**config.mk**
```make
export PLATFORM = sky130hd
export DESIGN_NAME = lpti_table_lerp
export DESIGN_NICKNAME = d
export VERILOG_FILES = /design/src/rtl/core/lpti_pkg.sv /design/src/rtl/core/lpti_table_lerp.sv
export SDC_FILE = /design/constraint.sdc
export NUM_CORES = 2
export LEC_CHECK = 0
export BUFFER_PORTS_ARGS = -buffer_cell sky130_fd_sc_hd__buf_4
export CAP_MARGIN = 5
export CORE_MARGIN = 2
export CORE_UTILIZATION = 48
export CTS_CLUSTER_DIAMETER = 120
export DETAILED_ROUTE_END_ITERATION = 7
export PLACE_DENSITY = 0.68
export SLEW_MARGIN = 15
export SYNTH_ARGS = -nofsm -noshare
export SYNTH_HDL_FRONTEND = slang
export SYNTH_SLANG_ARGS = --single-unit
export TNS_END_PERCENT = 50
```
**constraint.sdc**
```tcl
create_clock -name i_clk -period 13.75 [get_ports i_clk]
set_input_delay 2.75 -clock i_clk [delete_from_list [all_inputs] [get_ports i_clk]]
set_output_delay 2.75 -clock i_clk [all_outputs]
set_load 0.05 [all_outputs]
```
**src/rtl/core/lpti_pkg.sv**
```systemverilog
// ---------------------------------------------------------------------------
// lpti_pkg
// shared types and constants of the line projected table interpolator
// ---------------------------------------------------------------------------
package lpti_pkg;

    localparam int TABLE_DEPTH = 64;
    localparam int ADDR_W      = $clog2(TABLE_DEPTH);
    localparam int POS_W       = 53;

    localparam logic [POS_W-1:0] POS_LIMIT = POS_W'(TABLE_DEPTH - 1) << 16;
    localparam logic [16:0]      FRAC_ONE  = 17'h10000;

    typedef enum logic {
        OP_WRITE = 1'b0,
        OP_QUERY = 1'b1
    } t_op;

    typedef enum logic [2:0] {
        REG_ORIGIN_X   = 3'd0,
        REG_ORIGIN_Y   = 3'd1,
        REG_ORIGIN_Z   = 3'd2,
        REG_AXIS_X     = 3'd3,
        REG_AXIS_Y     = 3'd4,
        REG_AXIS_Z     = 3'd5,
        REG_GRID_START = 3'd6,
        REG_INV_STEP   = 3'd7
    } t_reg_idx;

    typedef struct packed {
        logic               opcode;
        logic        [5:0]  sample_index;
        logic signed [31:0] sample_value;
        logic signed [31:0] point_x;
        logic signed [31:0] point_y;
        logic signed [31:0] point_z;
    } t_in_word;

    typedef struct packed {
        logic signed [31:0] interp_value;
        logic               out_of_range;
    } t_out_word;

    typedef struct packed {
        logic signed [31:0] origin_x;
        logic signed [31:0] origin_y;
        logic signed [31:0] origin_z;
        logic signed [17:0] axis_x;
        logic signed [17:0] axis_y;
        logic signed [17:0] axis_z;
        logic signed [31:0] grid_start;
        logic        [30:0] inv_step;
    } t_cfg;

    // projected word leaving the projection stages
    typedef struct packed {
        logic               vld;
        logic               query;
        logic        [5:0]  widx;
        logic signed [31:0] wval;
        logic signed [37:0] rel;
    } t_rel;

    // located word entering the table stages
    typedef struct packed {
        logic               vld;
        logic               query;
        logic               wr_en;
        logic [ADDR_W-1:0]  waddr;
        logic signed [31:0] wval;
        logic [ADDR_W-1:0]  cidx;
        logic [16:0]        frac;
        logic               oor;
    } t_cell;

endpackage

```
**src/rtl/core/lpti_table_lerp.sv**
```systemverilog
// ---------------------------------------------------------------------------
// lpti_table_lerp
// sample memory with two registered reads, then three stages of linear
// interpolation and saturation
// ---------------------------------------------------------------------------
module lpti_table_lerp (
    input  logic              i_clk,
    input  logic              i_rst_n,
    input  lpti_pkg::t_cell    i_cell,
    output logic              o_done,
    output lpti_pkg::t_out_word o_word
);
    import lpti_pkg::*;

    logic signed [31:0] r_mem [TABLE_DEPTH];

    logic               r7_vld, r8_vld, r9_vld, r_done;
    logic signed [31:0] r7_s0, r7_s1, r8_s0, r9_s0;
    logic [16:0]        r7_frac, r8_frac;
    logic               r7_oor, r8_oor, r9_oor;
    logic signed [32:0] r8_diff;
    logic signed [50:0] r9_prod;
    t_out_word          r_word;

    logic signed [34:0] val;
    t_out_word          n_word;

    // writes and reads share one stage, so word order is kept
    always_ff @(posedge i_clk) begin
        if (i_cell.vld && i_cell.wr_en) begin
            r_mem[i_cell.waddr] <= i_cell.wval;
        end
        r7_s0 <= r_mem[i_cell.cidx];
        r7_s1 <= r_mem[i_cell.cidx + ADDR_W'(1)];
    end

    always_comb begin
        val = {{3{r9_s0[31]}}, r9_s0} + r9_prod[50:16];
        n_word.out_of_range = r9_oor;
        if (val[34:31] == 4'b0000 || val[34:31] == 4'b1111) begin
            n_word.interp_value = val[31:0];
        end else if (val[34]) begin
            n_word.interp_value = 32'sh8000_0000;
        end else begin
            n_word.interp_value = 32'sh7fff_ffff;
        end
    end

    always_ff @(posedge i_clk) begin
        if (!i_rst_n) begin
            r7_vld <= 1'b0;
            r8_vld <= 1'b0;
            r9_vld <= 1'b0;
            r_done <= 1'b0;
        end else begin
            r7_vld <= i_cell.vld & i_cell.query;
            r8_vld <= r7_vld;
            r9_vld <= r8_vld;
            r_done <= r9_vld;
        end
    end

    always_ff @(posedge i_clk) begin
        r7_frac <= i_cell.frac;
        r7_oor  <= i_cell.oor;

        r8_s0   <= r7_s0;
        r8_frac <= r7_frac;
        r8_oor  <= r7_oor;
        r8_diff <= {r7_s1[31], r7_s1} - {r7_s0[31], r7_s0};

        r9_s0   <= r8_s0;
        r9_oor  <= r8_oor;
        r9_prod <= r8_diff * $signed({1'b0, r8_frac});

        r_word  <= n_word;
    end

    assign o_done = r_done;
    assign o_word = r_word;

endmodule

```
# Yosys cells after proc, flatten, opt, wreduce, memory -nomap -nowiden
# Memories as Yosys holds them, arrays and structs flattened. A register that Yosys moved wholly into a read port is not among the register bits.
# Index checks and enable logic that the tools add are counted.
# word_totals
regBits	222
latch_bits	0
ram_bits	2048
rom_bits	0
input_bits	67
output_inout_bits	34
wordCells	29
mem_count	1
# mem_list
memory	depth	word_bits	rd	rd_clocked_by_memory_dff	write_ports	line	source
r_mem	64	32	2	2	1	lpti_table_lerp.sv:15	logic signed [31:0] r_mem [TABLE_DEPTH];
# classes
n_addsub	3
n_mul	1
n_div	0
n_lt_le_gt_ge	0
n_eq_ne	1
n_shift	0
muxes	4
bitwise	1
n_reduce_logical	3
# ops
op	count
2-to-1 mux 32 bit	2
multiplier 33 x 18 -> 51 bit	1
adder 35 bit	1
subtractor 32 x 32 -> 33 bit	1
adder 6 x 1 -> 6 bit, second input constant	1
equality test 4 bit, second input constant	1
zero test 4 bit	1
2-to-1 mux 1 bit	2
AND 1 bit	1
logical AND 1 bit	1
logical OR 1 bit	1

# Logic depth before layout (Yosys ltp)
# depth
word_depth	4
depth_mapped	25
ltp_nobuf	24

# Worst setup path after synthesis
# Ideal clock, no wire load.
# synth_timing
path_type	flip-flop to flip-flop
from	register r8_diff[32]
to	register r9_prod[50]
setup_ns	0.121
arrival_ns	6.222
t_required_ns	13.629
setup_slack_ns	7.407
stages_incl_launch_ff	23
period_less_slack_ns	6.343
cell_sequence	dfxtp_1 -> clkbuf_1 -> nand2_1 -> inv_1 -> fa_1 -> fa_1 -> fa_1 -> fa_1 -> fa_1 -> inv_1 -> fa_1 -> inv_1 -> ha_1 -> inv_1 -> or4_1 -> nor3_1 -> and3_1 -> o211ai_1 -> a21oi_1 -> nor2_1 -> o2111ai_1 -> a21oi_1 -> xnor2_1
# synth_via
elab_chain_cells	1
# synth_rtl
item	line	source
start, declared	lpti_table_lerp.sv:21	logic signed [32:0] r8_diff;
start signal, assigned	lpti_table_lerp.sv:70	r8_diff <= {r7_s1[31], r7_s1} - {r7_s0[31], r7_s0};
multiplier 33 x 18 -> 51 bit	lpti_table_lerp.sv:74	r9_prod <= r8_diff * $signed({1'b0, r8_frac});
end signal, assigned	lpti_table_lerp.sv:74	
end, declared	lpti_table_lerp.sv:22	logic signed [50:0] r9_prod;
# Every way passes these cells.
# A chain may end at the register's enable or synchronous reset.

# Worst setup path after layout
# layout_timing
from	register r8_diff[16]
to	register r9_prod[41]
# Same word-level chain as after synthesis.

==> flow_summary.yaml <==
outcome:
  status: "completed"
yosys:
  synth_area_leaders: "edfxtp_1 (51%), mux4_2 (25%), fa_1 (8.8%), dfxtp_1 (4.5%), inv_1 (2.1%)"
  ys_seq_elements: 2318
  yosysWarnings: 0
  synth_edf_count: 2048
  postSynthNetCount: 7488
  synth_cells: 6701
  yosys-top-cells-count: "edfxtp_1 (2048), mux4_2 (1342), inv_1 (671)"
  async_flop_share: 0
  syn_avg_cell_area_sq_um: 18.10
  synth_top_area_share: 0.5072
  synth_top_area_cell: "edfxtp_1"
  synth_cell_types: 74
  yosys_most_used_dff: "edfxtp_1"
  syn-cell-area_sq_mm: 0.1213
  ys_seq_area_frac: 0.5517
  yosysMostFrequentCell: "edfxtp_1"
global_routing:
  use_met2: 0.4271
  grtUsageMet3: 0.06867
  grt_most_used_layer: "met2"
  antenna_found_initial: 19
  gr-total-overflow: 0
  grt_pass1_vias: 69366
  grt_start_max_net_pins: 160
  track_usage: 0.2729
  grt_first_pass_wirelength_um: 499500
  grtUsageMet1: 0.3795
drt:
  drtIter0Drc: 9806
  routed_via_density: 6.586
  firstDrtPassIters: 6
  remaining_drc_errors: 0
  routedWlPerCell_um: 33.47
  wirelength_um: 346100
  antenna_left: 0
  vias: 68109
cells_and_area:
  nFillCells: 19365
  area_delta_synth_final_pct: 11.25
  drive_gt1_frac: 0.2980
  seq_area_sq_mm: 0.06691
  multiInputGateArea_sq_mm: 0.05083
  final_core_util: 0.5366
  final_net_count: 7562
die:
  dieArea_sq_mm: 0.2567
  die_w_um: 506.6
  core_area_sq_mm: 0.2514
  std_cell_rows: 184
  start_util: 0.4823
  die_h_um: 506.6
  ios: 101
clocking:
  cts_max_level: 4
  clk_pin_slew_ns: 0.06
  post_cts_resized: 0
  cts_buffers: 235
  clockBufferDepth: 3
  root_buffer: "clkbuf_16"
  cts_hold_buf: 0
  cts_setup_buffers: 0
  tritoncts: "yes"
  clock_sinks: 2318
  clkLatencyLatePin_ns: 0.93
sta:
  fin_crit_ns: 7.858
  post-route-period-util: 0.5715
  rsz0062_at_grt: "false"
  tightest_slew_ns: 1.246
  tns_ns: 0
  drv_slew: 0
  hold_viol_final: 0
  skew_ns: 0.1282
  max_freq_mhz: 127.3
  report.final.setup_viol: 0
  setup_ws_ns: 5.892
  maxSlewHeadroom: 0.1671
setup_path:
  worst_ep_required_time_ns: 14.48
  cp.arrival_ns: 8.58
  path_cells: "nand2_1, fa_1, fa_1, fa_1, inv_1, fa_1, fa_1, inv_1, fa_1, inv_1, ha_1, a21oi_1, nor2_1, a211oi_1, o2111ai_1, o21ai_2, o31ai_1, a21boi_1, o31ai_1, a2111o_1, o311ai_1"
  cp-end-kind: "flop"
  critical-path-top-delay-family: "adder cells"
  slowest_stage: "dfxtp_1"
  crit_path_start_kind: "flop"
  reg2reg_slack_ns: 5.89
  path_buf_inv: 3
  path_class: "reg -> reg"
  cp_common_cell: "fa_1"
  crit_fanout: 17
  cpPeakStageDelay_ns: 0.93
flow_run:
  maxCapViolCount: 0
place:
  hpwlAfterDp_um: 202100
  dp_worst_setup_slack_ns: 5.652
  port_buffers: 100
  place.gp.congestion: 0.8358
hold_path:
  hold_class: "reg -> reg"
## kinds of logic (layout without fill, tap and decap cells)
| family | Yosys count | after routing | synth area share |
|---|---|---|---|
| buf+inv | 1072 | 1357 | 0.03367 |
| mux | 1347 | 1347 | 0.2497 |
| xor+xnor | 104 | 104 | 0.007574 |
| simple gates | 858 | 858 | 0.03348 |
| flops | 2318 | 2318 | 0.5517 |
| fa+ha+maj | 720 | 720 | 0.1075 |
| compound gates | 282 | 282 | 0.01638 |
| other cells | 0 | 7 | 0 |
## state kept, by name, summed over array words and instances (netlist names), 32 cells and up
name and flops:
r9_prod 35, r8_diff 33, r8_s0 32, r7_s0 32, o_word 33, r7_s1 32, r9_s0 32, r_mem 2048
## stage by stage
stage	cells	instance area (sq um)	hold WS [ns]
after floorplan	6701	121300	0.3096
after global placement	9885	126300	0.3102
after detailed placement	9886	126400	0.3121
after CTS	10334	134900	0.3082
after global routing	10337	134900	0.3205
final	10341	134900	0.2997
## cells in the final DEF (no fill, tap or decap), types with 58 or more instances in the layout
| cell type | count |
|---|---|
| dfxtp_1 | 269 |
| nand2_1 | 398 |
| inv_1 | 671 |
| a21oi_1 | 86 |
| mux4_2 | 1342 |
| and2_1 | 234 |
| nor2_1 | 58 |
| ha_1 | 183 |
| buf_4 | 226 |
| nor2_4 | 64 |
| edfxtp_1 | 2048 |
| clkbuf_16 | 237 |
| fa_1 | 536 |
| xnor2_1 | 65 |
## path summary, 6_finish.rpt
kind,to,from,depth (start not counted)
setup / recovery,r9_prod[41]$_DFF_P_,r8_diff[16]$_DFF_P_,21
hold / removal,r9_s0[24]$_DFF_P_,r8_s0[24]$_DFF_P_,0
setup reg to reg,r9_prod[41]$_DFF_P_,r8_diff[16]$_DFF_P_,21
hold reg to reg,r9_s0[24]$_DFF_P_,r8_s0[24]$_DFF_P_,0
## routing by layer
layer | routed length, um | vias to the layer above
li1 | - | 26309
met1 | 128700 | 36742
met2 | 163500 | 4371
met3 | 41160 | 673
met4 | 12640 | 14
met5 | 102 | -
## cell type report
type                       count  share of cell area
antenna                        7           0.0001299
clock inverter               151             0.01618
clock buffer                 297             0.04697
tap                         3348             0.03105
timing repair buffer         238             0.01424
sequential                  2318              0.4960
multi-input combinational   3311              0.3768
inverter                     671             0.01867
Power is left out: the tool's default activity adds up to more than one toggle a clock period on the data nets, which glitch-free logic cannot reach.
