$ cat config.mk
export PLATFORM = sky130hd
export DESIGN_NAME = lpti_locate
export DESIGN_NICKNAME = d
export VERILOG_FILES = /design/src/rtl/core/lpti_pkg.sv /design/src/rtl/core/lpti_locate.sv
export SDC_FILE = /design/constraint.sdc
export NUM_CORES = 2
export LEC_CHECK = 0
export BUFFER_PORTS_ARGS = -buffer_cell sky130_fd_sc_hd__buf_2
export CAP_MARGIN = 20
export CORE_UTILIZATION = 60
export CTS_BUF_LIST = sky130_fd_sc_hd__clkbuf_8
export CTS_CLUSTER_SIZE = 30
export DETAILED_ROUTE_END_ITERATION = 10
export PLACE_DENSITY_LB_ADDON = 0.12
export REMOVE_ABC_BUFFERS = 1
export SYNTH_ARGS = -nofsm -noshare
export SYNTH_HDL_FRONTEND = slang
export SYNTH_SLANG_ARGS = --single-unit
$ cat constraint.sdc
create_clock -name i_clk -period 10.8 [get_ports i_clk]
set_input_delay 0 -clock i_clk [delete_from_list [all_inputs] [get_ports i_clk]]
set_output_delay 0 -clock i_clk [all_outputs]
set_load 0.05 [all_outputs]
$ cat src/rtl/core/lpti_pkg.sv
// ---------------------------------------------------------------------------
// lpti_pkg
// shared types and constants of the line projected table interpolator
// ---------------------------------------------------------------------------
package lpti_pkg;

    localparam int TABLE_DEPTH = 64;
    localparam int ADDR_W      = $clog2(TABLE_DEPTH);
    localparam int POS_W       = 53;

    localparam logic [POS_W-1:0] POS_LIMIT = POS_W'(TABLE_DEPTH - 1) << 16;
    localparam logic [16:0]      FRAC_ONE  = 17'h10000;

    typedef enum logic {
        OP_WRITE = 1'b0,
        OP_QUERY = 1'b1
    } t_op;

    typedef enum logic [2:0] {
        REG_ORIGIN_X   = 3'd0,
        REG_ORIGIN_Y   = 3'd1,
        REG_ORIGIN_Z   = 3'd2,
        REG_AXIS_X     = 3'd3,
        REG_AXIS_Y     = 3'd4,
        REG_AXIS_Z     = 3'd5,
        REG_GRID_START = 3'd6,
        REG_INV_STEP   = 3'd7
    } t_reg_idx;

    typedef struct packed {
        logic               opcode;
        logic        [5:0]  sample_index;
        logic signed [31:0] sample_value;
        logic signed [31:0] point_x;
        logic signed [31:0] point_y;
        logic signed [31:0] point_z;
    } t_in_word;

    typedef struct packed {
        logic signed [31:0] interp_value;
        logic               out_of_range;
    } t_out_word;

    typedef struct packed {
        logic signed [31:0] origin_x;
        logic signed [31:0] origin_y;
        logic signed [31:0] origin_z;
        logic signed [17:0] axis_x;
        logic signed [17:0] axis_y;
        logic signed [17:0] axis_z;
        logic signed [31:0] grid_start;
        logic        [30:0] inv_step;
    } t_cfg;

    // projected word leaving the projection stages
    typedef struct packed {
        logic               vld;
        logic               query;
        logic        [5:0]  widx;
        logic signed [31:0] wval;
        logic signed [37:0] rel;
    } t_rel;

    // located word entering the table stages
    typedef struct packed {
        logic               vld;
        logic               query;
        logic               wr_en;
        logic [ADDR_W-1:0]  waddr;
        logic signed [31:0] wval;
        logic [ADDR_W-1:0]  cidx;
        logic [16:0]        frac;
        logic               oor;
    } t_cell;

endpackage

$ cat src/rtl/core/lpti_locate.sv
// ---------------------------------------------------------------------------
// lpti_locate
// two stages: scale by the inverse step, then clamp and split into cell
// index and fraction
// ---------------------------------------------------------------------------
module lpti_locate (
    input  logic          i_clk,
    input  logic          i_rst_n,
    input  lpti_pkg::t_rel i_rel,
    input  lpti_pkg::t_cfg i_cfg,
    output lpti_pkg::t_cell o_cell
);
    import lpti_pkg::*;

    logic               r5_vld, r6_vld;
    logic               r5_query, r6_query;
    logic               r5_wr_en, r6_wr_en;
    logic [ADDR_W-1:0]  r5_waddr, r6_waddr;
    logic signed [31:0] r5_wval, r6_wval;
    logic               r5_neg;
    logic        [51:0] r5_hi;
    logic        [30:0] r5_lo;
    logic [ADDR_W-1:0]  r6_cidx;
    logic [16:0]        r6_frac;
    logic               r6_oor;

    logic        [46:0] lo_full;
    logic [POS_W-1:0]   pos;
    logic [POS_W-1:0]   pos_c;
    logic               over;
    logic [ADDR_W-1:0]  idx_raw;
    logic [ADDR_W-1:0]  n_cidx;
    logic [16:0]        n_frac;

    assign lo_full = i_rel.rel[15:0] * i_cfg.inv_step;

    always_comb begin
        pos     = r5_neg ? '0 : (POS_W'(r5_hi) + POS_W'(r5_lo));
        over    = (pos > POS_LIMIT);
        pos_c   = over ? POS_LIMIT : pos;
        idx_raw = pos_c[16 +: ADDR_W];
        // exact last grid point stays in the last cell with a full fraction
        if (idx_raw == ADDR_W'(TABLE_DEPTH - 1)) begin
            n_cidx = ADDR_W'(TABLE_DEPTH - 2);
            n_frac = FRAC_ONE;
        end else begin
            n_cidx = idx_raw;
            n_frac = {1'b0, pos_c[15:0]};
        end
    end

    always_ff @(posedge i_clk) begin
        if (!i_rst_n) begin
            r5_vld <= 1'b0;
            r6_vld <= 1'b0;
        end else begin
            r5_vld <= i_rel.vld;
            r6_vld <= r5_vld;
        end
    end

    always_ff @(posedge i_clk) begin
        r5_query <= i_rel.query;
        r5_wr_en <= !i_rel.query && (32'(i_rel.widx) < 32'(TABLE_DEPTH));
        r5_waddr <= ADDR_W'(i_rel.widx);
        r5_wval  <= i_rel.wval;
        r5_neg   <= i_rel.rel[37];
        r5_hi    <= i_rel.rel[36:16] * i_cfg.inv_step;
        r5_lo    <= lo_full[46:16];

        r6_query <= r5_query;
        r6_wr_en <= r5_wr_en;
        r6_waddr <= r5_waddr;
        r6_wval  <= r5_wval;
        r6_cidx  <= n_cidx;
        r6_frac  <= n_frac;
        r6_oor   <= r5_neg | over;
    end

    always_comb begin
        o_cell.vld   = r6_vld;
        o_cell.query = r6_query;
        o_cell.wr_en = r6_wr_en;
        o_cell.waddr = r6_waddr;
        o_cell.wval  = r6_wval;
        o_cell.cidx  = r6_cidx;
        o_cell.frac  = r6_frac;
        o_cell.oor   = r6_oor;
    end

endmodule

=== After elaboration in Yosys (flattened, before gate mapping) ===
Index checks and enable logic that the tools add are counted.

* Input port bits: 293
* Word-level logic and storage cells: 28
* Bits in registers: 190

* Reductions and logical operators: 2
* Bitwise logic cells: 1
* Equality and inequality tests: 1
* Add/sub/neg operators: 1
* Multiplexer cells: 3
* Multipliers: 2
* $lt $le $gt $ge: 1

{| class="wikitable"
|+ Operator list
! operator !! number
|-
| adder 52 x 31 -> 53 bit || 1
|-
| > comparator 53 x 22 -> 1 bit, second input constant || 1
|-
| two-way mux 53 bit || 1
|-
| multiplier 21 x 31 -> 52 bit || 1
|-
| multiplier 16 x 31 -> 47 bit || 1
|-
| two-way mux 22 bit || 1
|-
| two-way mux 17 bit || 1
|-
| equality test 6 bit, second input constant || 1
|-
| OR reduction 2 bit || 1
|-
| zero test 1 bit || 1
|-
| OR 1 bit || 1
|}

=== Depth between registers and ports, before layout ===
* Word-level depth: 6
* Gate-level depth with buffers: 28
* Gate-level depth less buffers: 26

=== Worst setup path after synthesis ===
Ideal clock, no wire load.

* Path kind: input to register
* Start point: in i_cfg[25] (netlist bit)
* End point: reg r5_hi[46]
* Arrival: 6.560 ns
* Path buffers: 2
* Data required time: 10.673 ns
* Stages: 25
* Library setup time: 0.127 ns
* Path slack: 4.113 ns
* Cells stage by stage: clkbuf_1 > clkbuf_1 > nand2_1 > fa_1 > inv_1 > fa_1 > inv_1 > fa_1 > inv_1 > fa_1 > fa_1 > fa_1 > inv_1 > fa_1 > inv_1 > ha_1 > and3_1 > and3_1 > a221o_1 > or3b_2 > a31oi_1 > o21bai_1 > a41oi_1 > o21ai_0 > xor2_1

* Word-level cells in the longest chain between the ends: 1

{| class="wikitable"
|+ RTL lines
! what !! RTL line !! source
|-
| from (decl) || lpti_locate.sv:10 || <nowiki>input lpti_pkg::t_cfg i_cfg,</nowiki>
|-
| multiplier 21 x 31 -> 52 bit || lpti_locate.sv:68 || <nowiki>r5_hi <= i_rel.rel[36:16] * i_cfg.inv_step;</nowiki>
|-
| to (signal assigned) || lpti_locate.sv:68 ||
|-
| to (decl) || lpti_locate.sv:21 || <nowiki>logic [51:0] r5_hi;</nowiki>
|}

No other way between the ends.
A chain may end at the register's enable or synchronous reset.

=== Worst setup path after layout ===
* Start point: in i_cfg[10] (netlist bit)
* End point: reg r5_lo[21]

* Word-level cells in the longest chain between the ends: 1

{| class="wikitable"
|+ RTL lines
! what !! RTL line !! source
|-
| multiplier 16 x 31 -> 47 bit || lpti_locate.sv:35 || <nowiki>assign lo_full = i_rel.rel[15:0] * i_cfg.inv_step;</nowiki>
|-
| named net lo_full[37] || lpti_locate.sv:27 || <nowiki>logic [46:0] lo_full;</nowiki>
|-
| to (signal assigned) || lpti_locate.sv:69 || <nowiki>r5_lo <= lo_full[46:16];</nowiki>
|-
| to (decl) || lpti_locate.sv:22 || <nowiki>logic [30:0] r5_lo;</nowiki>
|}

The timed path passes the listed nets, and every way through them passes these cells.

==> results.toml <==
[route]
postRouteAntennaNets = 0
first_iter_violations = 1596
routedWlPerCell_um = 18.6
via_per_inst = 5.51
firstDrtPassIters = 7
via_count = 31300
routed_wl_um = 106000
drc_errors = 0

[clock_network]
post-cts-setup-buffer-count = 0
clock_latency_ps = 510
cts_tree = "done"
ctsHoldBuffers = 43
cts-resized-gates = 0
clkTransAtPathRegs_ps = 130
cts_htree_levels = 4
cts_sinks = 190
numCtsBuffers = 17
ctsRootBufferMaster = "clkbuf_8"
cts_max_path_buffers = 2

[sta]
setup_viol = 0
fin_skew_ps = 20.7
timing.final.ws_setup_ps = 3310
rsz0062_at_grt = "false"
hold_viol = 0
relSlewSlack = 0.282
tns_ps = 0
tightest_slew_ps = 1080
period_share = 0.694
min_period_ps = 7490
max_freq_mhz = 133
drv_slew = 0

[placement]
dp.cells = 5612
place_ws_ps = 2880
port_buffers = 175
gp_congestion = 0.976
placed_area_um2 = 43900
dp_hpwl_um = 82000

[synth]
seq_area_frac_synth = 0.0891
yosys-top-cells-area = "fa_1 45%, ha_1 9.1%, inv_1 9.0%"
ys_ff_latch = 190
synthFlopType = "dfxtp_1"
netlist_top_cells_count = "1,027 x inv_1, 952 x fa_1, 699 x nand2_1, 532 x and2_1, 309 x ha_1"
synth_area_um2 = 42700
ys_types = 82
synth_top_area_share = 0.447
synth_most_common_cell = "inv_1"
ys_warn_count = 0
synth_enable_flop_cells = 0
synth_top_area_cell = "fa_1"
synth.avg_cell_area_um2 = 9.02
synthesis.instances = 4732
async_flop_share = 0

[cells_and_area]
design_area_um2 = 44800
final_cells = 5690
layout.nets = 6289
syn_to_final_growth_pct = 5.03
drive_above_1_share = 0.0554

[die]
fp.coreArea_um2 = 70100
initial_core_util = 0.608
die_h_um = 269
num_rows = 97
io_pins = 358
die_area_um2 = 72200
die-width_um = 269

[global_routing]
grt_first_pass_wirelength_um = 176000
grt_pass1_vias = 33800
antenna_found_initial = 2
grt_max_degree = 38
grt_use_total = 0.311
overflow = 0

[worst_setup_path]
reg2regPathDepth = 12
cp-start-kind = "primary input"
critPathCaptureType = "flip-flop"
r2r_setup_slack_ps = 6390
cp.required_ps = 11220
cp_max_fo = 37
critPathArrivalTime_ps = 7910
path_class = "primary input to flip-flop"

[run_status]
status = "finished clean"

[worst_hold_path]
hp-class = "primary input to flip-flop"
min_delay_path_depth = 2

[job]
cap_violations = 0
[routing by layer]
metal,share of wire,global-route usage,wire (um)
met3,0.059,0.0442,6210
met4,0.023,0.0840,2470
met5,0,0,0
met1,0.40,0.399,42800
met2,0.51,0.551,54300
[flip-flops by register name, indices dropped and copies added, names as in the netlist]
name and count:
r6_frac 17, r6_cidx 6, r6_query 1, r5_neg 1
r5_wval 32, r5_hi 52, r5_query 1, r6_vld 1
r6_wval 32, r6_oor 1, r5_wr_en 1, r5_vld 1
r6_wr_en 1, r6_waddr 6, r5_lo 31, r5_waddr 6
[placed cells by master (no fill, tap or decap), drive strengths merged, types with 23 or more instances in the layout]
cell         instances
and3                23
inv               1036
dlygate4sd3         43
a21oi              104
nand3               33
nor2                77
xor2                36
o21ai               59
nand2              699
fa                 952
nand4               32
xnor2               60
and2               532
ha                 309
nor3                23
dfxtp              190
nor4                23
a21o                61
buf                202
[worst max-delay path: stages]
cell	delay, ps
buf_2	780
nand2_1	200
fa_1	590
inv_1	50
fa_1	540
inv_1	50
fa_1	480
fa_1	550
inv_1	50
fa_1	480
inv_1	50
fa_1	470
inv_1	50
ha_1	280
a211oi_1	230
o21ai_0	250
a2111oi_0	580
a21oi_1	370
o41ai_1	490
o2111ai_1	300
a21boi_0	510
o21bai_1	170
a21oi_1	200
xnor2_1	160
[path summary, 6_finish.rpt]
kind                                   from          end
worst max-delay path              i_cfg[10]    r5_lo[21]
worst min-delay path              i_rel[16]     r5_hi[0]
worst max register to register     r5_hi[0]   r6_cidx[3]
worst min register to register  r5_waddr[4]  r6_waddr[4]
[area by class of cell]
class                   count  area, um2
multi-input cells        3254      34000
repair buffers            245       1520
clock inverters            15        234
diodes                      2       5.00
clock buffers              17        234
fillers                  6083      25300
inverters                1027       3850
flip-flops and latches    190       3800
well taps                 940       1180
[metrics by stage]
step | util | hold slack [ps]
after global routing | 0.639 | 57.1
after floorplan | - | 27.7
after global placement | 0.626 | 103
final | 0.639 | 56.8
after CTS | 0.639 | 38.0
after detailed placement | 0.626 | 104
[kinds of logic after synthesis]
family / count (synthesis) / synth area share
fa+ha+maj: 1261 / 0.537
flops: 190 / 0.0891
simple gates: 1511 / 0.179
buf+inv: 1288 / 0.114
mux: 8 / 0.00191
xor+xnor: 96 / 0.0197
compound gates: 378 / 0.0589
Power is not shown: default switching activity piles up to over one toggle a cycle in this logic, so the estimate is an artifact.
