$ cat config.mk
export PLATFORM = sky130hd
export DESIGN_NAME = lpti_cfg_regs
export DESIGN_NICKNAME = d
export VERILOG_FILES = /design/src/rtl/core/lpti_pkg.sv /design/src/rtl/core/lpti_cfg_regs.sv
export SDC_FILE = /design/constraint.sdc
export NUM_CORES = 1
export LEC_CHECK = 0
export BUFFER_PORTS_ARGS = -buffer_cell sky130_fd_sc_hd__buf_4
export CELL_PAD_IN_SITES_DETAIL_PLACEMENT = 1
export CELL_PAD_IN_SITES_GLOBAL_PLACEMENT = 2
export CORE_MARGIN = 1.5
export CORE_UTILIZATION = 31
export CTS_CLUSTER_DIAMETER = 200
export DETAILED_ROUTE_END_ITERATION = 12
export GPL_ROUTABILITY_DRIVEN = 0
export PLACE_DENSITY = 0.79
export SKIP_LAST_GASP = 1
export SLEW_MARGIN = 15
export SYNTH_ARGS = -nofsm -noshare
export SYNTH_HDL_FRONTEND = slang
export SYNTH_SLANG_ARGS = --single-unit
$ cat constraint.sdc
create_clock -name i_clk -period 1.2 [get_ports i_clk]
set_input_delay 0.06 -clock i_clk [delete_from_list [all_inputs] [get_ports i_clk]]
set_output_delay 0.06 -clock i_clk [all_outputs]
set_load 0.02 [all_outputs]
$ cat src/rtl/core/lpti_pkg.sv
// ---------------------------------------------------------------------------
// lpti_pkg
// shared types and constants of the line projected table interpolator
// ---------------------------------------------------------------------------
package lpti_pkg;

    localparam int TABLE_DEPTH = 64;
    localparam int ADDR_W      = $clog2(TABLE_DEPTH);
    localparam int POS_W       = 53;

    localparam logic [POS_W-1:0] POS_LIMIT = POS_W'(TABLE_DEPTH - 1) << 16;
    localparam logic [16:0]      FRAC_ONE  = 17'h10000;

    typedef enum logic {
        OP_WRITE = 1'b0,
        OP_QUERY = 1'b1
    } t_op;

    typedef enum logic [2:0] {
        REG_ORIGIN_X   = 3'd0,
        REG_ORIGIN_Y   = 3'd1,
        REG_ORIGIN_Z   = 3'd2,
        REG_AXIS_X     = 3'd3,
        REG_AXIS_Y     = 3'd4,
        REG_AXIS_Z     = 3'd5,
        REG_GRID_START = 3'd6,
        REG_INV_STEP   = 3'd7
    } t_reg_idx;

    typedef struct packed {
        logic               opcode;
        logic        [5:0]  sample_index;
        logic signed [31:0] sample_value;
        logic signed [31:0] point_x;
        logic signed [31:0] point_y;
        logic signed [31:0] point_z;
    } t_in_word;

    typedef struct packed {
        logic signed [31:0] interp_value;
        logic               out_of_range;
    } t_out_word;

    typedef struct packed {
        logic signed [31:0] origin_x;
        logic signed [31:0] origin_y;
        logic signed [31:0] origin_z;
        logic signed [17:0] axis_x;
        logic signed [17:0] axis_y;
        logic signed [17:0] axis_z;
        logic signed [31:0] grid_start;
        logic        [30:0] inv_step;
    } t_cfg;

    // projected word leaving the projection stages
    typedef struct packed {
        logic               vld;
        logic               query;
        logic        [5:0]  widx;
        logic signed [31:0] wval;
        logic signed [37:0] rel;
    } t_rel;

    // located word entering the table stages
    typedef struct packed {
        logic               vld;
        logic               query;
        logic               wr_en;
        logic [ADDR_W-1:0]  waddr;
        logic signed [31:0] wval;
        logic [ADDR_W-1:0]  cidx;
        logic [16:0]        frac;
        logic               oor;
    } t_cell;

endpackage

$ cat src/rtl/core/lpti_cfg_regs.sv
// ---------------------------------------------------------------------------
// lpti_cfg_regs
// configuration register file, one register written per accepted word
// ---------------------------------------------------------------------------
module lpti_cfg_regs (
    input  logic          i_clk,
    input  logic          i_rst_n,
    input  logic          i_cfg_valid,
    output logic          o_cfg_ready,
    input  logic [2:0]    i_cfg_index,
    input  logic [31:0]   i_cfg_data,
    output lpti_pkg::t_cfg o_cfg
);
    import lpti_pkg::*;

    t_cfg r_cfg;
    t_cfg n_cfg;

    assign o_cfg_ready = 1'b1;
    assign o_cfg       = r_cfg;

    always_comb begin
        n_cfg = r_cfg;
        if (i_cfg_valid) begin
            unique case (t_reg_idx'(i_cfg_index))
                REG_ORIGIN_X:   n_cfg.origin_x   = i_cfg_data;
                REG_ORIGIN_Y:   n_cfg.origin_y   = i_cfg_data;
                REG_ORIGIN_Z:   n_cfg.origin_z   = i_cfg_data;
                REG_AXIS_X:     n_cfg.axis_x     = i_cfg_data[17:0];
                REG_AXIS_Y:     n_cfg.axis_y     = i_cfg_data[17:0];
                REG_AXIS_Z:     n_cfg.axis_z     = i_cfg_data[17:0];
                REG_GRID_START: n_cfg.grid_start = i_cfg_data;
                REG_INV_STEP:   n_cfg.inv_step   = i_cfg_data[30:0];
            endcase
        end
    end

    always_ff @(posedge i_clk) begin
        if (!i_rst_n) begin
            r_cfg.origin_x   <= 32'sd0;
            r_cfg.origin_y   <= 32'sd0;
            r_cfg.origin_z   <= 32'sd0;
            r_cfg.axis_x     <= 18'sd65536;
            r_cfg.axis_y     <= 18'sd0;
            r_cfg.axis_z     <= 18'sd0;
            r_cfg.grid_start <= 32'sd0;
            r_cfg.inv_step   <= 31'd65536;
        end else begin
            r_cfg <= n_cfg;
        end
    end

endmodule

== After elaboration in Yosys (flattened, before gate mapping) ==
Cells that the tools add are included.
Cells by class
  equality and inequality tests: 7
  reductions and logical operators: 9
Operators with widths (number)
  2-bit AND reduction: 8
  3-bit == test, second input constant: 4
  3-bit by 2-bit == test with 1-bit output, second input constant: 2
  3-bit by 1-bit == test with 1-bit output, second input constant: 1
  3-bit zero test: 1
Word-level totals
  bits in registers: 213
  input bits: 38
  logic and storage cells: 24

== Longest topological paths before layout ==
Gate-level depths: netlist of the first run.
  depth after elaboration: 2
  gate-level depth with buffers: 5
  mapped depth without buffers: 2

== Worst setup path before layout of the first run ==
Ideal clock, no wire load.
  kind: input to register
  start point: input i_cfg_index[0]
  end point: register r_cfg (netlist bit o_cfg[181])
  library setup time: 72 ps
  data arrival time: 994 ps
  slack: 133 ps
  stages: 4
  cell sequence: buf_6 nor4b_4 buf_6 mux2i_1
Between the ends
  word-level cells in the longest chain between the ends: 2
Ends and longest elaborated chain
  start: declaration: RTL line lpti_cfg_regs.sv:10  | input logic [2:0] i_cfg_index,
  3-bit zero test: RTL line lpti_cfg_regs.sv:25  | unique case (t_reg_idx'(i_cfg_index))
  2-bit AND reduction (no source line)
  end signal: assignment: RTL line lpti_cfg_regs.sv:49  | r_cfg <= n_cfg;
  end: declaration: RTL line lpti_cfg_regs.sv:16  | t_cfg r_cfg;
No other way between the ends.
A chain may end at the register's enable or synchronous reset.

==> results.json, run 1 <==
{
  "grt_max_degree": 30,
  "synth.avg_cell_area_sq_um": 10.5,
  "setup_viol": 0,
  "rows": 57,
  "gr-total-overflow": 0,
  "antenna_found_initial": 1,
  "power_density_nw_per_um2": 1460,
  "finalHoldViolCount": 0,
  "power_switching_uw": 3780,
  "timing.final.crit_share": 0.957,
  "routed_wl_um": 24500,
  "dieArea_sq_um": 25900,
  "yosysTopAreaCellShare": 0.551,
  "routed_via_density": 4.54,
  "synth.cell_area_sq_um": 7740,
  "critPathSlowestCell": "dlygate4sd3_1",
  "p_sw_frac": 0.232,
  "cts_buffer_depth": 3,
  "cts_buffers": 24,
  "cts_max_level": 1,
  "end_kind": "flop",
  "insertion_delay_ns": 0.50,
  "synth_area_leaders": "dfxtp_1 (55%), mux2i_1 (28%), nand2_1 (12%)",
  "grt_setup_unrepaired": "no",
  "clk_pin_slew_worst_paths_ns": 0.06,
  "wl_per_cell_um": 18.0,
  "final_util": 0.458,
  "power_uw": 16300,
  "grt_pass1_vias": 6357,
  "ys_warn_count": 0,
  "clkSinkCount": 213,
  "largest_reg_flops": 213,
  "firstDrtPassIters": 4,
  "p_leak_uw": 0.00561,
  "ir_worst_vdd_mv": 0.882,
  "drive_gt1_frac": 0.323,
  "dieHeight_um": 161,
  "fin_crit_ns": 1.15,
  "ys_ff_latch": 213,
  "power_frac_comb": 0.082,
  "drv_slew": 0,
  "root_buffer": "clkbuf_16",
  "pwr-share-seq": 0.449,
  "cp_max_fo": 23,
  "start_util": 0.317,
  "grt_pass1_wl_um": 37700,
  "post-cts-setup-buffers": 0,
  "hold_slack_ns": 0.0274,
  "fmax_mhz": 870,
  "drc": 0,
  "clkPwrFrac": 0.469,
  "critPathKind": "in2reg",
  "synthCells": 736,
  "synth_top_area_cell": "dfxtp_1",
  "hold_class": "in2reg",
  "ys_seq_area_frac": 0.551,
  "syn_nets": 774,
  "place_hpwl_um": 17200,
  "finClkSkew_ns": 0,
  "drv_cap": 0,
  "vias": 6166,
  "drt_iter0_markers": 186,
  "cp.required_ns": 1.63,
  "cp-start-kind": "input pin",
  "crit_chain": "dlygate4sd3_1 -> buf_6 -> buf_4 -> nand2_1 -> mux2i_1",
  "ant_nets": 0,
  "cts_tree": "done",
  "die_width_um": 161,
  "core-area_sq_um": 24400,
  "crit_arrival_ns": 1.57,
  "slowest_delay_ns": 0.54,
  "nNetsFinal": 1052,
  "internal_power_uw": 12500,
  "status": "finished, final reports clean",
  "syn2layout_area_growth_pct": 44.5,
  "ios": 252,
  "finalSetupTns_ns": 0,
  "io_buffers": 250,
  "track_usage": 0.185,
  "yosysUniqueCellTypes": 15
}
==> kinds of logic (layout without fill, tap and decap cells) <==
kind of cell,Yosys count,count (layout),share of synthesized area
buf+inv,55,351,0.0409
flops,213,213,0.551
mux,213,213,0.276
other cells,1,2,0.000485
simple gates,254,254,0.132
==> cells in the mapped netlist <==
library cell,n
and4bb_2,1
conb_1,1
mux2i_1,213
buf_1,3
buf_4,8
buf_6,8
clkbuf_1,20
nor4b_4,1
nand4bb_1,2
nor2b_1,3
nand2_1,243
nand4_1,1
dfxtp_1,213
buf_2,16
nand4b_1,3
==> metal layers <==
metal / global-route usage / up-vias / part of all wire
li1: - / 2982 / -
met1: 0.235 / 2991 / 0.44
met2: 0.311 / 163 / 0.48
met3: 0.0493 / 30 / 0.068
met4: 0.0467 / 0 / 0.017
met5: 0 / - / 0
==> power by group through the flow <==
stage	logic (uW)	clock network, uW	registers [uW]
2_1_floorplan	499	0	7650
3_3_place_gp	1300	0	7470
3_5_place_dp	1310	0	7470
4_1_cts	1350	7860	7320
5_1_grt	1430	8140	7330
6_report	1340	7650	7320
==> placed cells by master, fill, tap and decap left out <==
cell type,netlist,layout
dfxtp_1,213,213
nand4bb_2,0,1
diode_2,0,1
nor2b_1,3,3
nor4b_4,1,1
nand2_1,243,241
clkbuf_16,0,25
conb_1,1,1
mux2i_1,213,213
buf_4,8,277
buf_6,8,1
dlygate4sd3_1,0,18
clkbuf_1,20,6
clkbuf_8,0,8
clkinv_2,0,3
nand4bb_4,0,1
bufinv_16,0,2
nand4b_1,3,3
nand4_1,1,1
and4bb_2,1,1
nand2_2,0,2
buf_12,0,11
==> final timing paths <==
path / slack [ns] / end / cells after the start / from
worst max register to register: 0.57 / o_cfg[82]$_SDFFE_PN0P_ / 2 / o_cfg[82]$_SDFFE_PN0P_
worst min register to register: 0.46 / o_cfg[163]$_SDFFE_PN0P_ / 2 / o_cfg[163]$_SDFFE_PN0P_
worst min-delay path: 0.03 / o_cfg[95]$_SDFFE_PN0P_ / 3 / i_cfg_data[14]
worst max-delay path: 0.05 / o_cfg[90]$_SDFFE_PN0P_ / 5 / i_rst_n
==> layout make-up <==
class	count	area (sq um)
fill	2741	13200
clock buffer	39	758
antenna	1	2.50
tap	324	405
sequential	213	4260
clock inverter	5	75.1
multi-input combinational	468	3180
timing repair buffer	307	2490
==> stage by stage <==
step           setup WS, ns  instance area [sq um]  instances
4_1_cts              0.0464                  11200       1354
2_1_floorplan         0.133                   7740        736
3_3_place_gp         0.0663                  10200       1294
6_report             0.0511                  11200       1357
5_1_grt             0.00296                  11200       1357
3_5_place_dp         0.0381                  10200       1294
==> worst max-delay path: cells and delay by family <==
family                 cells  cell delay [ns]
buffers and inverters      3             1.01
multiplexers               1             0.23
AND/OR/NAND/NOR            1             0.26
==> timing repair <==
action / CTS / global route
gates resized for setup: 0 / 2
hold endpoints to repair: 76 / 10
setup endpoints to repair: 0 / 2
hold buffers: 16 / 2
Note: power is estimated with default switching activity, not from simulation.
==> run 2: changes to the inputs <==
REMOVE_ABC_BUFFERS = 1   (was unset)
==> run 2 against run 1 <==
Against the previous run: global-route usage fell by 0.26 points; first-iteration DRC count fell by 11%; clock power rose by 3.3%; register-to-register slack got worse by 0.04 ns; sequential power barely moved; critical path depth fell by 4; worst hold slack got worse by 0.0092 ns; routed wire length fell by 1.6%; power rose by 1.6%; utilization rose by 0.52 points; cell count fell by 0.15%; count of clock-buffer cells in the layout fell by 7.
==> results.json, run 2 (synthesized netlist as in run 1, its figures left out) <==
{
  "clkSinkCount": 213,
  "post-cts-setup-buffers": 0,
  "root_buffer": "clkbuf_16",
  "drive_gt1_frac": 0.319,
  "grt_pass1_vias": 6401,
  "end_kind": "primary output",
  "cp-start-kind": "flop",
  "grt_max_degree": 39,
  "start_util": 0.317,
  "setup_viol": 0,
  "cts_tree": "done",
  "antenna_found_initial": 0,
  "core-area_sq_um": 24400,
  "clk_pin_slew_worst_paths_ns": 0.06,
  "insertion_delay_ns": 0.50,
  "syn2layout_area_growth_pct": 46.1,
  "dieArea_sq_um": 25900,
  "antenna_cells": 0,
  "routed_wl_um": 24100,
  "drv_cap": 0,
  "firstDrtPassIters": 4,
  "finalSetupTns_ns": 0,
  "cp.required_ns": 1.14,
  "fin_crit_ns": 1.11,
  "slowest_delay_ns": 0.38,
  "largest_reg_flops": 213,
  "gr-total-overflow": 0,
  "fmax_mhz": 901,
  "cts_buffer_depth": 3,
  "power_density_nw_per_um2": 1470,
  "crit_chain": "buf_4",
  "finalHoldViolCount": 0,
  "drt_iter0_markers": 165,
  "track_usage": 0.182,
  "grt_setup_unrepaired": "no",
  "hold_class": "in2reg",
  "place_hpwl_um": 16300,
  "wl_per_cell_um": 17.8,
  "final_common_cell": "buf_4",
  "cp_max_fo": 2,
  "final_cell_mix": "buf_4 (261), nand2_1 (239), mux2i_1 (213), dfxtp_1 (213), dlygate4sd3_1 (26)",
  "critPathTopFamily": "flip-flops",
  "vias": 6110,
  "worst-path-buf-inv": 1,
  "timing.final.crit_share": 0.925,
  "power_uw": 16600,
  "drc": 0,
  "cts_buffers": 24,
  "die_width_um": 161,
  "ir_worst_vdd_mv": 0.837,
  "status": "finished, final reports clean",
  "crit_arrival_ns": 1.05,
  "io_buffers": 250,
  "routed_via_density": 4.51,
  "ant_nets": 0,
  "cts_max_level": 1,
  "rows": 57,
  "n_fill_cell": 2716,
  "drv_slew": 0,
  "finClkSkew_ns": 0,
  "nNetsFinal": 1051,
  "grt_pass1_wl_um": 37400,
  "p_leak_uw": 0.00563,
  "dieHeight_um": 161,
  "critPathSlowestCell": "dfxtp_1",
  "ios": 252,
  "critPathKind": "reg2out"
}
-- run 2: final timing paths --
check                     startpoint                       to  slack, ns  depth (start not counted)
max           o_cfg[65]$_SDFFE_PN0P_                o_cfg[65]       0.09                          1
min reg2reg  o_cfg[138]$_SDFFE_PN0P_  o_cfg[138]$_SDFFE_PN0P_       0.46                          2
min                    i_cfg_data[0]   o_cfg[81]$_SDFFE_PN0P_       0.02                          3
max reg2reg   o_cfg[68]$_SDFFE_PN0P_   o_cfg[68]$_SDFFE_PN0P_       0.53                          2
-- run 2: cell type report --
cell class | instances | area [sq um] | area share
clock buffers | 32 | 692 | 0.0612
clock inverters | 12 | 170 | 0.0150
well taps | 324 | 405 | 0.0359
repair buffers | 306 | 2590 | 0.229
flip-flops and latches | 213 | 4260 | 0.377
multi-input cells | 468 | 3190 | 0.282
-- run 2: through the flow --
stage                     setup slack [ns]  instance area [sq um]  hold WS [ns]  std cells  utilization
after detailed placement           -0.0166                  10200         0.349       1285        0.417
after global placement              0.0621                  10200         0.346       1285        0.417
after global routing                0.0295                  11300        0.0386       1355        0.464
after CTS                           0.0479                  11200      0.000940       1351        0.461
final                               0.0896                  11300        0.0182       1355        0.464
after floorplan                     -0.821                   7420         0.208        681            -
-- run 2: per-layer routing --
metal	vias to the layer above	track usage	share of wire
li1	2983	-	-
met1	2925	0.220	0.42
met2	176	0.318	0.48
met3	26	0.0565	0.078
met4	0	0.0383	0.014
met5	-	0	0
-- run 2: timing repair --
item / in CTS / in global routing
hold buffers: 22 / 4
setup endpoints to repair: 0 / 25
endpoints found under the hold margin: 98 / 29
resized for setup: 0 / 6
-- run 2: where the power goes --
part | switching [uW] | total, uW | leakage (uW) | internal, uW
registers | 91.3 | 7320 | 0.00172 | 7230
clock network | 2990 | 7900 | 0.000413 | 4910
logic | 758 | 1350 | 0.00350 | 594
total | 3840 | 16600 | 0.00563 | 12700
==> run 3: changes to the inputs <==
BUFFER_PORTS_ARGS = -buffer_cell sky130_fd_sc_hd__buf_2   (was -buffer_cell sky130_fd_sc_hd__buf_4)
CORE_ASPECT_RATIO = 1.75   (was unset)
PLACE_DENSITY = 0.87   (was 0.79)
==> run 3 against run 2 <==
Against the previous run: register-to-register slack gained 0.02 ns; cell count shrank 2.1%; sequential share of layout area grew 3.3 points; count of clock-buffer cells in the layout shrank 5; worst setup slack gained 0.0042 ns; via count grew 1.7%; combinational power shrank 11%; worst hold slack lost 0.0045 ns; critical endpoint is now o_cfg[193]; largest cell class unchanged.
==> results.json, run 3 (synthesized netlist as in run 1, its figures left out) <==
{
  "grt_pass1_wl_um": 36400,
  "final_cell_mix": "buf_2 (249), nand2_1 (243), mux2i_1 (213), dfxtp_1 (213), clkbuf_16 (21)",
  "fin_crit_ns": 1.11,
  "place_hpwl_um": 17400,
  "critPathSlowestCell": "dfxtp_1",
  "antenna_cells": 0,
  "ff2ff_setup_slack_ns": 0.55,
  "cts_max_level": 1,
  "routed_wl_um": 24300,
  "root_buffer": "clkbuf_16",
  "cp-start-kind": "flop",
  "cts_buffers": 21,
  "critPathTopFamily": "flip-flops",
  "cp.required_ns": 1.14,
  "pwr-share-seq": 0.470,
  "hold_class": "in2reg",
  "routed_via_density": 4.69,
  "finalSetupTns_ns": 0,
  "ant_nets": 0,
  "cts.repair.resized": 0,
  "cts_tree": "done",
  "p_leak_uw": 0.00552,
  "nNetsFinal": 1038,
  "vias": 6213,
  "cp.depth": 1,
  "cp_max_fo": 2,
  "ios": 252,
  "power_frac_comb": 0.077,
  "grt_pass1_vias": 6508,
  "crit_chain": "buf_2",
  "setup_viol": 0,
  "largest_reg_flops": 213,
  "power_density_nw_per_um2": 1490,
  "final_util": 0.424,
  "startpoint": "o_cfg[193]$_SDFFE_PN0P_",
  "worst-path-buf-inv": 1,
  "power_uw": 15600,
  "cts_buffer_depth": 3,
  "finClkSkew_ns": 0,
  "dieHeight_um": 212,
  "grt_setup_unrepaired": "no",
  "syn2layout_area_growth_pct": 34.5,
  "grt_max_degree": 64,
  "ir_worst_vdd_mv": 0.974,
  "power_switching_uw": 3610,
  "reg2regPathDepth": 2,
  "p_sw_frac": 0.232,
  "end_kind": "primary output",
  "n_fill_cell": 2817,
  "r2r_start": "o_cfg[66]$_SDFFE_PN0P_",
  "firstDrtPassIters": 4,
  "start_util": 0.315,
  "io_buffers": 250,
  "status": "finished, final reports clean",
  "cts_hold_buf": 15,
  "drv_slew": 0,
  "clk_pin_slew_worst_paths_ns": 0.07,
  "rows": 76,
  "core-area_sq_um": 24500,
  "endpoint": "o_cfg[193]",
  "drv_cap": 0,
  "track_usage": 0.183,
  "clkPwrFrac": 0.453,
  "die_width_um": 122,
  "fmax_mhz": 904,
  "wl_per_cell_um": 18.3,
  "internal_power_uw": 11900,
  "finalHoldViolCount": 0,
  "timing.final.crit_share": 0.922,
  "final_common_cell": "buf_2",
  "drc": 0,
  "antenna_found_initial": 0,
  "dieArea_sq_um": 26000,
  "r2r_end": "o_cfg[66]$_SDFFE_PN0P_",
  "crit_arrival_ns": 1.05,
  "drive_gt1_frac": 0.315,
  "slowest_delay_ns": 0.38,
  "insertion_delay_ns": 0.47,
  "post-cts-setup-buffers": 0,
  "clkSinkCount": 213,
  "drt_iter0_markers": 219,
  "critPathKind": "reg2out",
  "gr-total-overflow": 0
}
[run 3: final cells by class]
class | instances | area, sq um | share of cell area
Sequential cell | 213 | 4260 | 0.410
Clock buffer | 27 | 578 | 0.0555
Clock inverter | 10 | 154 | 0.0148
Multi-Input combinational cell | 468 | 3180 | 0.306
Tap cell | 312 | 390 | 0.0375
Timing Repair Buffer | 296 | 1840 | 0.177
[run 3: how the worst min path moves through the flow]
stage,from,endpoint,depth (start not counted)
after global routing,i_rst_n,o_cfg[13]$_SDFFE_PN0P_,4
after global placement,i_cfg_data[16],o_cfg[16]$_SDFFE_PN1P_,3
after floorplan,i_rst_n,o_cfg[149]$_SDFFE_PN0P_,2
after detailed placement,i_cfg_data[16],o_cfg[115]$_SDFFE_PN1P_,3
after CTS,i_cfg_data[6],o_cfg[37]$_SDFFE_PN0P_,3
final,i_cfg_data[17],o_cfg[80]$_SDFFE_PN0P_,3
[run 3: power groups by stage]
stage | clock [uW] | combinational (uW) | sequential (uW)
floorplan | 0 | 365 | 7650
global placement | 0 | 1160 | 7460
detailed placement | 0 | 1180 | 7460
CTS | 7250 | 1220 | 7310
global route | 7520 | 1290 | 7320
finish | 7050 | 1200 | 7310
[run 3: per-stage QoR]
step | std cells | worst slack, ns | instance area (sq um) | hold slack, ns
global placement | 1274 | 0.00552 | 9520 | 0.348
global route | 1326 | 0.0474 | 10400 | 0.0216
finish | 1326 | 0.0938 | 10400 | 0.0137
CTS | 1326 | 0.0717 | 10400 | 0.00539
detailed placement | 1274 | -0.0410 | 9520 | 0.367
floorplan | 681 | -0.821 | 7420 | 0.208
[run 3: per-layer routing]
layer  track usage  vias up  wire (um)
met5             0        -          0
met2         0.353      177      13300
met1         0.187     3027       8830
li1              -     2957          -
met3        0.0249       52        927
met4        0.0894        0       1200
